`src/sv/rpr_pkg.sv`:
```
// Shared constants, codes and controller/datapath handshake types for palette reduction.
package rpr_pkg;

    localparam int TABLE_DEPTH     = 256;
    localparam int PALETTE_ENTRIES = 256;
    localparam int AW              = $clog2(TABLE_DEPTH);
    localparam int CW              = AW + 1;

    localparam logic [1:0] OP_COLLECT = 2'd0;
    localparam logic [1:0] OP_FINISH  = 2'd1;
    localparam logic [1:0] OP_MAP     = 2'd2;
    localparam logic [1:0] OP_READ    = 2'd3;

    localparam logic [1:0] ST_OK       = 2'd0;
    localparam logic [1:0] ST_OVERFLOW = 2'd1;
    localparam logic [1:0] ST_MISS     = 2'd2;

    typedef struct packed {
        logic load_in;
        logic k_inc;
        logic i_inc;
        logic i_clr;
        logic fp_inc;
        logic rd_list_k;
        logic rd_list_i;
        logic rd_pal_k;
        logic rd_pal_slot;
        logic lst_wr;
        logic set_ovf;
        logic clr_list;
        logic clr_taken;
        logic take_k;
        logic pal_wr_fp;
        logic st_ovf;
        logic st_miss;
        logic set_index;
        logic load_rgb;
        logic emit;
    } t_cmd;

    typedef struct packed {
        logic [1:0] op;
        logic       list_hit;
        logic       k_at_count;
        logic       k_last;
        logic       count_full;
        logic       ovf;
        logic       pal_hit_free;
        logic       pal_hit;
        logic       i_at_count;
        logic       placed_i;
        logic       taken_fp;
        logic       slot_ok;
        logic       out_busy;
    } t_stat;

endpackage

```
`src/sv/rpr_ctrl.sv`:
```
// Controller: sequences collect, finish, map and read operations over the datapath.
module rpr_ctrl
    import rpr_pkg::*;
(
    input  logic  i_clk,
    input  logic  i_rst_n,
    input  logic  i_in_valid,
    output logic  o_in_ready,
    input  t_stat i_stat,
    output t_cmd  o_cmd
);

    localparam logic [3:0] S_IDLE   = 4'd0;
    localparam logic [3:0] S_C_RD   = 4'd1;
    localparam logic [3:0] S_C_CMP  = 4'd2;
    localparam logic [3:0] S_C_FIN  = 4'd3;
    localparam logic [3:0] S_M_RD   = 4'd4;
    localparam logic [3:0] S_M_CMP  = 4'd5;
    localparam logic [3:0] S_R_RD   = 4'd6;
    localparam logic [3:0] S_R_CMP  = 4'd7;
    localparam logic [3:0] S_F_START= 4'd8;
    localparam logic [3:0] S_P1_I   = 4'd9;
    localparam logic [3:0] S_P1_RD  = 4'd10;
    localparam logic [3:0] S_P1_CMP = 4'd11;
    localparam logic [3:0] S_P2_I   = 4'd12;
    localparam logic [3:0] S_P2_FP  = 4'd13;
    localparam logic [3:0] S_EMIT   = 4'd14;

    logic [3:0] r_state, n_state;

    assign o_in_ready = (r_state == S_IDLE);

    always_ff @(posedge i_clk) begin
        if (!i_rst_n) begin
            r_state <= S_IDLE;
        end else begin
            r_state <= n_state;
        end
    end

    always_comb begin
        o_cmd   = '0;
        n_state = r_state;
        case (r_state)
            S_IDLE: begin
                if (i_in_valid) begin
                    o_cmd.load_in = 1'b1;
                    n_state = S_R_RD;
                end
            end
            S_R_RD: begin
                // Dispatch on the captured operation.
                case (i_stat.op)
                    OP_COLLECT: n_state = S_C_RD;
                    OP_FINISH:  n_state = S_F_START;
                    OP_MAP:     n_state = S_M_RD;
                    default: begin
                        if (i_stat.slot_ok) begin
                            o_cmd.rd_pal_slot = 1'b1;
                            n_state = S_R_CMP;
                        end else begin
                            n_state = S_EMIT;
                        end
                    end
                endcase
            end
            S_R_CMP: begin
                o_cmd.load_rgb = 1'b1;
                n_state = S_EMIT;
            end
            S_C_RD: begin
                if (i_stat.k_at_count) begin
                    if (i_stat.count_full) begin
                        o_cmd.set_ovf = 1'b1;
                    end else begin
                        o_cmd.lst_wr = 1'b1;
                    end
                    n_state = S_C_FIN;
                end else begin
                    o_cmd.rd_list_k = 1'b1;
                    n_state = S_C_CMP;
                end
            end
            S_C_CMP: begin
                if (i_stat.list_hit) begin
                    n_state = S_C_FIN;
                end else begin
                    o_cmd.k_inc = 1'b1;
                    n_state = S_C_RD;
                end
            end
            S_C_FIN: begin
                o_cmd.st_ovf = i_stat.ovf;
                n_state = S_EMIT;
            end
            S_M_RD: begin
                o_cmd.rd_pal_k = 1'b1;
                n_state = S_M_CMP;
            end
            S_M_CMP: begin
                if (i_stat.pal_hit) begin
                    o_cmd.set_index = 1'b1;
                    n_state = S_EMIT;
                end else if (i_stat.k_last) begin
                    o_cmd.st_miss = 1'b1;
                    n_state = S_EMIT;
                end else begin
                    o_cmd.k_inc = 1'b1;
                    n_state = S_M_RD;
                end
            end
            S_F_START: begin
                if (i_stat.ovf) begin
                    o_cmd.st_ovf   = 1'b1;
                    o_cmd.clr_list = 1'b1;
                    n_state = S_EMIT;
                end else begin
                    o_cmd.clr_taken = 1'b1;
                    n_state = S_P1_I;
                end
            end
            // First pass: keep colours already in the palette.
            S_P1_I: begin
                if (i_stat.i_at_count) begin
                    o_cmd.i_clr = 1'b1;
                    n_state = S_P2_I;
                end else begin
                    o_cmd.rd_list_i = 1'b1;
                    n_state = S_P1_RD;
                end
            end
            S_P1_RD: begin
                o_cmd.rd_pal_k = 1'b1;
                n_state = S_P1_CMP;
            end
            S_P1_CMP: begin
                if (i_stat.pal_hit_free) begin
                    o_cmd.take_k = 1'b1;
                    o_cmd.i_inc  = 1'b1;
                    n_state = S_P1_I;
                end else if (i_stat.k_last) begin
                    o_cmd.i_inc = 1'b1;
                    n_state = S_P1_I;
                end else begin
                    o_cmd.k_inc = 1'b1;
                    n_state = S_P1_RD;
                end
            end
            // Second pass: new colours into the lowest free slots.
            S_P2_I: begin
                if (i_stat.i_at_count) begin
                    o_cmd.clr_list = 1'b1;
                    n_state = S_EMIT;
                end else if (i_stat.placed_i) begin
                    o_cmd.i_inc = 1'b1;
                end else begin
                    o_cmd.rd_list_i = 1'b1;
                    n_state = S_P2_FP;
                end
            end
            S_P2_FP: begin
                if (i_stat.taken_fp) begin
                    o_cmd.fp_inc = 1'b1;
                end else begin
                    o_cmd.pal_wr_fp = 1'b1;
                    o_cmd.i_inc     = 1'b1;
                    n_state = S_P2_I;
                end
            end
            S_EMIT: begin
                if (!i_stat.out_busy) begin
                    o_cmd.emit = 1'b1;
                    n_state = S_IDLE;
                end
            end
            default: n_state = S_IDLE;
        endcase
    end

endmodule
```
`config.mk`:
```
export PLATFORM = sky130hd
export DESIGN_NAME = rpr_ctrl
export DESIGN_NICKNAME = d
export VERILOG_FILES = /design/src/sv/rpr_pkg.sv /design/src/sv/rpr_ctrl.sv
export SDC_FILE = /design/constraint.sdc
export NUM_CORES = 1
export LEC_CHECK = 0
export BUFFER_PORTS_ARGS = -buffer_cell sky130_fd_sc_hd__buf_2
export CAP_MARGIN = 25
export CORE_MARGIN = 10
export CORE_UTILIZATION = 47
export CTS_CLUSTER_SIZE = 24
export DETAILED_ROUTE_END_ITERATION = 10
export PLACE_DENSITY = 0.83
export SYNTH_ARGS = -nofsm -noshare
export SYNTH_HDL_FRONTEND = slang
export SYNTH_SLANG_ARGS = --single-unit
export TNS_END_PERCENT = 1
```
`constraint.sdc`:
```
create_clock -name i_clk -period 4 [get_ports i_clk]
set_input_delay 0.4 -clock i_clk [delete_from_list [all_inputs] [get_ports i_clk]]
set_output_delay 0.4 -clock i_clk [all_outputs]
set_load 0.02 [all_outputs]
```
# Word level (Yosys, flattened, before mapping)

Cells that the tools add are included.

Mux-type cells: 61
Reductions and logical operators: 6
Eq/ne operators: 20

Operator list:

| operator           | count |
|---|---|
| $pmux 4 s14        | 1 |
| $mux 1             | 38 |
| $mux 4             | 9 |
| $eq 4x4->1 const B | 7 |
| $eq 4x3->1 const B | 4 |
| $pmux 4 s3         | 1 |
| $mux 2             | 5 |
| $eq 4x2->1 const B | 2 |
| $mux 3             | 2 |
| $ne 2x2->1 const B | 3 |
| $pmux 1 s2         | 3 |
| $pmux 1 s3         | 2 |
| $eq 4x1->1 const B | 1 |
| $logic_not 4->1    | 1 |
| $reduce_and 4->1   | 1 |
| $reduce_or 2->1    | 2 |
| $ne 3x3->1 const B | 1 |
| $reduce_or 3->1    | 1 |
| $eq 2x1->1 const B | 1 |
| $eq 2x2->1 const B | 1 |
| $logic_not 2->1    | 1 |

Input bits: 17
Register bits: 4
Output and inout port bits: 21

# Logic depth before layout (Yosys ltp)

Gate-level depths: netlist of run 1.

Depth in word-level cells: 4
Depth in mapped cells: 6
Gate-level depth less buffers: 5

# Least setup slack after synthesis of run 1

OpenSTA, ideal clock, no wires.

Kind: reg-to-output
Start: reg r_state[3]
End: out o_cmd[19] (netlist bit)
Stages on the path, launching flop included: 5
Buffers on the path: 2
Arrival: 1681 ps
Path slack: 1919 ps
Cells stage by stage: dfxtp_1 buf_4 buf_2 nor4_1 and2_1

RTL lines:

| element                  | RTL line       | text |
|---|---|---|
| start: declaration       | rpr_ctrl.sv:29 | `logic [3:0] r_state, n_state;` |
| start signal: assignment | rpr_ctrl.sv:37 | `r_state <= n_state;` |
| end: declaration         | rpr_ctrl.sv:10 | `output t_cmd o_cmd` |

==> results of run 1 <==
==> cell usage after synthesis <==
master / instances / area [um^2]
sky130_fd_sc_hd__nand4_1: 1 / 6.26
sky130_fd_sc_hd__nand2_1: 11 / 41.3
sky130_fd_sc_hd__nor2b_2: 1 / 8.76
sky130_fd_sc_hd__nor2b_1: 4 / 25.0
sky130_fd_sc_hd__buf_4: 3 / 22.5
sky130_fd_sc_hd__a211o_1: 1 / 8.76
sky130_fd_sc_hd__nor4_1: 2 / 12.5
sky130_fd_sc_hd__a32oi_1: 1 / 8.76
sky130_fd_sc_hd__buf_2: 2 / 10.0
sky130_fd_sc_hd__nor2_1: 16 / 60.1
sky130_fd_sc_hd__a32o_1: 1 / 10.0
sky130_fd_sc_hd__buf_6: 1 / 11.3
sky130_fd_sc_hd__a21oi_1: 9 / 45.0
sky130_fd_sc_hd__and2_1: 2 / 12.5
sky130_fd_sc_hd__nor3_1: 5 / 25.0
sky130_fd_sc_hd__o211ai_1: 1 / 7.51
sky130_fd_sc_hd__nor3b_1: 2 / 15.0
sky130_fd_sc_hd__or4_1: 1 / 7.51
sky130_fd_sc_hd__or3_1: 1 / 6.26
sky130_fd_sc_hd__dfxtp_1: 4 / 80.1
sky130_fd_sc_hd__nand2b_1: 4 / 25.0
sky130_fd_sc_hd__o21ai_0: 4 / 20.0
sky130_fd_sc_hd__inv_1: 3 / 11.3
sky130_fd_sc_hd__and4_1: 1 / 8.76
sky130_fd_sc_hd__a31oi_1: 2 / 12.5
sky130_fd_sc_hd__and2b_4: 1 / 10.0
sky130_fd_sc_hd__nor4b_1: 2 / 17.5
sky130_fd_sc_hd__nand4b_2: 1 / 15.0
sky130_fd_sc_hd__and3_1: 5 / 31.3
sky130_fd_sc_hd__a311oi_1: 1 / 8.76
sky130_fd_sc_hd__o21ai_1: 2 / 10.0
sky130_fd_sc_hd__o2111ai_2: 1 / 15.0
sky130_fd_sc_hd__o221ai_1: 1 / 8.76
sky130_fd_sc_hd__and3b_1: 1 / 8.76
sky130_fd_sc_hd__clkbuf_4: 3 / 22.5
sky130_fd_sc_hd__nand3_1: 2 / 10.0
sky130_fd_sc_hd__o2bb2ai_1: 2 / 17.5
sky130_fd_sc_hd__a21o_1: 1 / 7.51
sky130_fd_sc_hd__a221o_1: 1 / 10.0
sky130_fd_sc_hd__o32ai_1: 2 / 17.5
sky130_fd_sc_hd__inv_2: 2 / 7.51
==> layout make-up <==
cell class / instances / area share
Tap cell: 16 / 0.0227
Clock buffer: 3 / 0.0256
Sequential cell: 4 / 0.0909
Inverter: 5 / 0.0213
Timing Repair Buffer: 37 / 0.210
Multi-Input combinational cell: 93 / 0.629
==> layer usage <==
metal  vias to the layer above  GRT usage  share of wire
met5                         -          0              0
met4                         0    0.00984              0
met3                         0     0.0451           0.11
met2                        48      0.209           0.47
met1                       410      0.157           0.42
li1                        474          -              -
==> stage by stage <==
stage | hold WS [ns] | power [W] | instances
after global routing | 0.450 | 0.000584 | 158
after CTS | 0.436 | 0.000526 | 158
after floorplan | 0.517 | 0.000415 | 111
final | 0.443 | 0.000523 | 158
after global placement | 0.674 | 0.000467 | 155
after detailed placement | 0.680 | 0.000472 | 155
==> layout by cell type, fill, tap and decap left out, drive strengths merged, types with 3 or more instances in the layout <==
cell    synthesis  final
nand2          11     11
nor2           16     16
inv             5      5
nor3            5      5
nor2b           5      5
o21ai           6      6
clkbuf          3      3
nand2b          4      4
a21oi           9      9
dfxtp           4      4
and3            5      5
buf             6     37
==> where the power goes <==
group	leakage, nW	switching [W]	internal (W)
Combinational	0.395	0.000185	0.000140
Clock	0.0138	0.0000165	0.0000336
Sequential	0.0331	0.0000891	0.0000580
Total	0.442	0.000291	0.000232
==> worst min-delay path by stage <==
| stage | depth (start not counted) | from | slack, ns | endpoint |
|---|---|---|---|---|
| 2_1_floorplan | 1 | i_rst_n | 0.52 | r_state[0] |
| 3_3_place_gp | 2 | i_rst_n | 0.67 | r_state[1] |
| 3_5_place_dp | 2 | i_rst_n | 0.68 | r_state[1] |
| 4_1_cts | 2 | i_rst_n | 0.44 | r_state[1] |
| 5_1_grt | 2 | i_rst_n | 0.45 | r_state[0] |
| 6_report | 2 | i_rst_n | 0.44 | r_state[0] |
==> logic make-up after synthesis <==
group                  Yosys count  synth area share
AOI/OAI and AO/OA               30             0.289
buffers and inverters           14             0.118
DFF                              4             0.111
and+or+nand+nor                 63             0.482
==> flow_summary.json, run 1 <==
{
  "outcome": "finished clean",
  "rr_startpoint": "r_state[0]",
  "cp-end-kind": "output pin",
  "regMostFlops": "r_state",
  "arrival_ns": 1.93,
  "routed-via-count": 932,
  "finClkSkew_ns": 0.00190,
  "finalSetupTns_ns": 0,
  "drv_cap": 0,
  "hp-class": "input pin to flip-flop",
  "timing.critical_path.fanout_max": 27,
  "syn_inst": 111,
  "slowest_delay_ns": 0.83,
  "critPathSlowestCell": "sky130_fd_sc_hd__dfxtp_1",
  "starting_density_of_the_core": 0.489,
  "max_clock_freq_ghz": 0.429,
  "via_count_of_the_first_global_routing_pass": 863,
  "vias_per_cell": 5.90,
  "finalCriticalPeriod_ns": 2.33,
  "critical_path_cell_count": 5,
  "detail_route.wirelength_um": 2240,
  "number_of_antenna_violations_at_the_first_check_in_global_routing": 0,
  "post_drt_wl_per_cell_um": 14.2,
  "slew_viol_final": 0,
  "die_h_um": 59.1,
  "drc": 0,
  "grt.total_usage": 0.126,
  "chip_width_um": 59.1,
  "cts_tree": "yes",
  "cellPowerDensity_mw_per_mm2": 593,
  "diodes": 0,
  "worstSetupEndpoint": "o_cmd[17]",
  "total_die_area_mm2": 0.00350,
  "register_area_share_after_synthesis": 0.111,
  "area_growth_syn_to_layout_pct": 22.4,
  "worst-slew-pin-transition_ns": 0.803,
  "clock_insertion_delay_worst_skew_ns": 0.23,
  "total_of_flip_flops_plus_latches_after_synthesis": 4,
  "clock_path_buffers": 2,
  "r2r_setup_slack_ns": 2.13,
  "post_synth_num_cell_types": 41,
  "syn-num-nets": 128,
  "crit_path_start": "r_state[1]",
  "synthesis.area_per_instance_um2": 6.48,
  "critical_path.startpoint_type": "flip-flop",
  "core_area_mm2": 0.00147,
  "timing.critical_path.cells": "nor2b_2, nand2_1, nor2_1, or3_1, buf_2",
  "grt_setup_unrepaired": "false",
  "post_cts_resize_count": 0,
  "pin_count_of_the_biggest_net_entering_global_routing": 28,
  "layout_worst_path_cycle_share": 0.583,
  "crit_buf_inv": 1,
  "cts_inserted_buffers": 3,
  "worst_case_setup_slack_after_placement_ns": 1.94,
  "cts_setup_buffers": 0,
  "setup.worst_path.class": "flip-flop to output pin",
  "worst-r2r-cell-count": 5,
  "detailed_place.area_um2": 858,
  "numPortBuffers": 37,
  "clock_sinks": 4,
  "detailed_place_hpwl_um": 1790,
  "fill_cells": 149,
  "synth.yosys.warnings": 0,
  "worst_path_top_cell_family_by_delay": "flip-flops",
  "layout_top_registers": "r_state x4",
  "grt-ovfl-total": 0,
  "cellLeakagePower_nw": 0.442,
  "first_pass_iters": 4,
  "sequential_cell_area_um2": 80.1,
  "layout-drive-gt1-share": 0.324,
  "num-nets-final": 161,
  "layout.core_utilization": 0.599,
  "io_pins": 38,
  "cts_root_buffer": "sky130_fd_sc_hd__clkbuf_4",
  "fp-row-count": 14,
  "slew_headroom": 0.464,
  "worstReg2RegEnd": "r_state[1]",
  "critical_path_required_ns": 3.60,
  "gp_congestion": 0.875,
  "worst_setup_hold_path_clk_slew_ns": 0.04,
  "power.ir.vdd_worst_mv": 0.377,
  "cts_htree_levels": 1,
  "final-hold-violation-count": 0,
  "syn_area_um2": 719,
  "antenna_violating_nets_post_route": 0,
  "drt-initial-drc-count": 36,
  "setup_slack_ns": 1.67,
  "multi_input_comb_area_um2": 554,
  "setup_violations": 0,
  "wire_length_of_the_first_global_routing_pass_um": 3740,
  "largest_reg_flops": 4,
  "number_of_hold_repair_buffers_added_at_the_cts_stage": 0,
  "finalInstanceArea_um2": 881
}
No activity file was read; power rests on OpenSTA's default activity.
==> inputs of run 2 (changes only) <==
- CORE_UTILIZATION: 47 -> 44
- PLACE_DENSITY: 0.83 -> 0.78
- clock period: 4 -> 2.4 ns (I/O delays scaled with it)
==> run 2 against run 1 <==
Against the previous run: final cell count is the same; combinational power up 69%; flip-flop and latch count unchanged; design area did not move; die area is 4.5% higher; clock power is 58% higher; clock skew rose by 0.0011 ns; first-iteration DRC count decreased by 47%.
==> flow_summary.json, run 2 (synthesis results as in run 1) <==
{
  "drc": 0,
  "wire_length_of_the_first_global_routing_pass_um": 3830,
  "gp_congestion": 0.858,
  "rr_startpoint": "r_state[1]",
  "chip_width_um": 60.4,
  "r2r_setup_slack_ns": 0.59,
  "arrival_ns": 1.94,
  "outcome": "finished clean",
  "critPathSlowestCell": "sky130_fd_sc_hd__dfxtp_1",
  "detail_route.wirelength_um": 2340,
  "top_library_cells_by_usage_in_the_layout_fill_and_taps_aside": "sky130_fd_sc_hd__buf_2, sky130_fd_sc_hd__nor2_1, sky130_fd_sc_hd__nand2_1, sky130_fd_sc_hd__a21oi_1",
  "routed-via-count": 951,
  "regMostFlops": "r_state",
  "setup_violations": 0,
  "worst-r2r-cell-count": 5,
  "drv_cap": 0,
  "cts_htree_levels": 1,
  "slowest_delay_ns": 0.83,
  "starting_density_of_the_core": 0.472,
  "timing.critical_path.fanout_max": 27,
  "numPortBuffers": 37,
  "max_clock_freq_ghz": 0.459,
  "finClkSkew_ns": 0.00303,
  "vias_per_cell": 6.02,
  "cts_root_buffer": "sky130_fd_sc_hd__clkbuf_4",
  "finalCriticalPeriod_ns": 2.18,
  "antenna_violating_nets_post_route": 0,
  "drt-initial-drc-count": 19,
  "cellPowerDensity_mw_per_mm2": 992,
  "critical_path_required_ns": 2.16,
  "worst-slew-pin-transition_ns": 0.798,
  "grt-ovfl-total": 0,
  "slew_viol_final": 0,
  "layout_worst_path_cycle_share": 0.908,
  "holdPathEnd": "r_state[0]",
  "number_of_antenna_violations_at_the_first_check_in_global_routing": 0,
  "die_h_um": 60.4,
  "finalInstanceArea_um2": 881,
  "cts_setup_buffers": 0,
  "number_of_hold_repair_buffers_added_at_the_cts_stage": 0,
  "clock_path_buffers": 2,
  "layout.core_utilization": 0.578,
  "slew_headroom": 0.467,
  "cts_inserted_buffers": 3,
  "hold_path_depth": 2,
  "diodes": 0,
  "finalSetupTns_ns": 0,
  "clock_sinks": 4,
  "detailed_place.area_um2": 858,
  "num-nets-final": 161,
  "hp-class": "input pin to flip-flop",
  "fill_cells": 143,
  "crit_buf_inv": 1,
  "hold_path_startpoint": "i_rst_n",
  "first_pass_iters": 4,
  "layout_top_registers": "r_state x4",
  "post_drt_wl_per_cell_um": 14.8,
  "timing.critical_path.cells": "nor2b_2, nand2_1, nor2_1, or3_1, buf_2",
  "final_common_cell": "sky130_fd_sc_hd__buf_2",
  "cellLeakagePower_nw": 0.442,
  "worstReg2RegEnd": "r_state[1]",
  "total_die_area_mm2": 0.00365,
  "layout-drive-gt1-share": 0.324,
  "critical_path.startpoint_type": "flip-flop",
  "core_area_mm2": 0.00152,
  "largest_reg_flops": 4,
  "area_growth_syn_to_layout_pct": 22.4,
  "fp-row-count": 14,
  "worst_setup_hold_path_clk_slew_ns": 0.04,
  "post_cts_resize_count": 0,
  "power.ir.vdd_worst_mv": 0.701,
  "final-hold-violation-count": 0,
  "cp-end-kind": "output pin",
  "grt_setup_unrepaired": "false",
  "grt.total_usage": 0.128,
  "cts_tree": "yes",
  "via_count_of_the_first_global_routing_pass": 892,
  "setup.worst_path.class": "flip-flop to output pin",
  "detailed_place_hpwl_um": 1880,
  "pin_count_of_the_biggest_net_entering_global_routing": 28,
  "worst_path_top_cell_family_by_delay": "flip-flops",
  "io_pins": 38,
  "clock_insertion_delay_worst_skew_ns": 0.23
}
run 2: cell counts in the layout (fill, tap and decap cells not counted):
Identical to the previous run, type by type.
run 2: worst max path at each step:
stage,startpoint,to,slack [ns],cells past startpoint
after floorplan,r_state[3],o_cmd[19],0.48,4
after CTS,r_state[1],o_cmd[17],0.23,5
after detailed placement,r_state[1],o_cmd[17],0.48,5
after global placement,r_state[1],o_cmd[17],0.55,5
final,r_state[1],o_cmd[17],0.22,5
after global routing,r_state[1],o_cmd[17],0.09,5
run 2: power breakdown:
part	total [W]	leakage [nW]	internal [W]	switching, W
registers	0.000245	0.0331	0.0000967	0.000148
logic	0.000550	0.395	0.000233	0.000316
clock network	0.0000792	0.0138	0.0000556	0.0000235
total	0.000874	0.442	0.000386	0.000488
run 2: through the flow:
step | cells | setup slack, ns | power (W) | hold WS (ns)
final | 158 | 0.220 | 0.000874 | 0.300
after global placement | 155 | 0.551 | 0.000781 | 0.516
after floorplan | 111 | 0.479 | 0.000692 | 0.357
after detailed placement | 155 | 0.482 | 0.000794 | 0.533
after global routing | 158 | 0.0900 | 0.000971 | 0.298
after CTS | 158 | 0.230 | 0.000880 | 0.292
run 2: cell type report:
type / count / area (um^2) / share of cell area
sequential: 4 / 80.1 / 0.0909
clock buffer: 3 / 22.5 / 0.0256
multi-input combinational: 93 / 554 / 0.629
timing repair buffer: 37 / 185 / 0.210
tap: 16 / 20.0 / 0.0227
inverter: 5 / 18.8 / 0.0213
run 2: metal layers:
layer / vias up / routed length, um / GRT usage
met2: 39 / 1100 / 0.212
met4: 0 / 0 / 0.00940
met1: 439 / 969 / 0.151
met5: - / 0 / 0
li1: 473 / - / -
met3: 0 / 268 / 0.0647
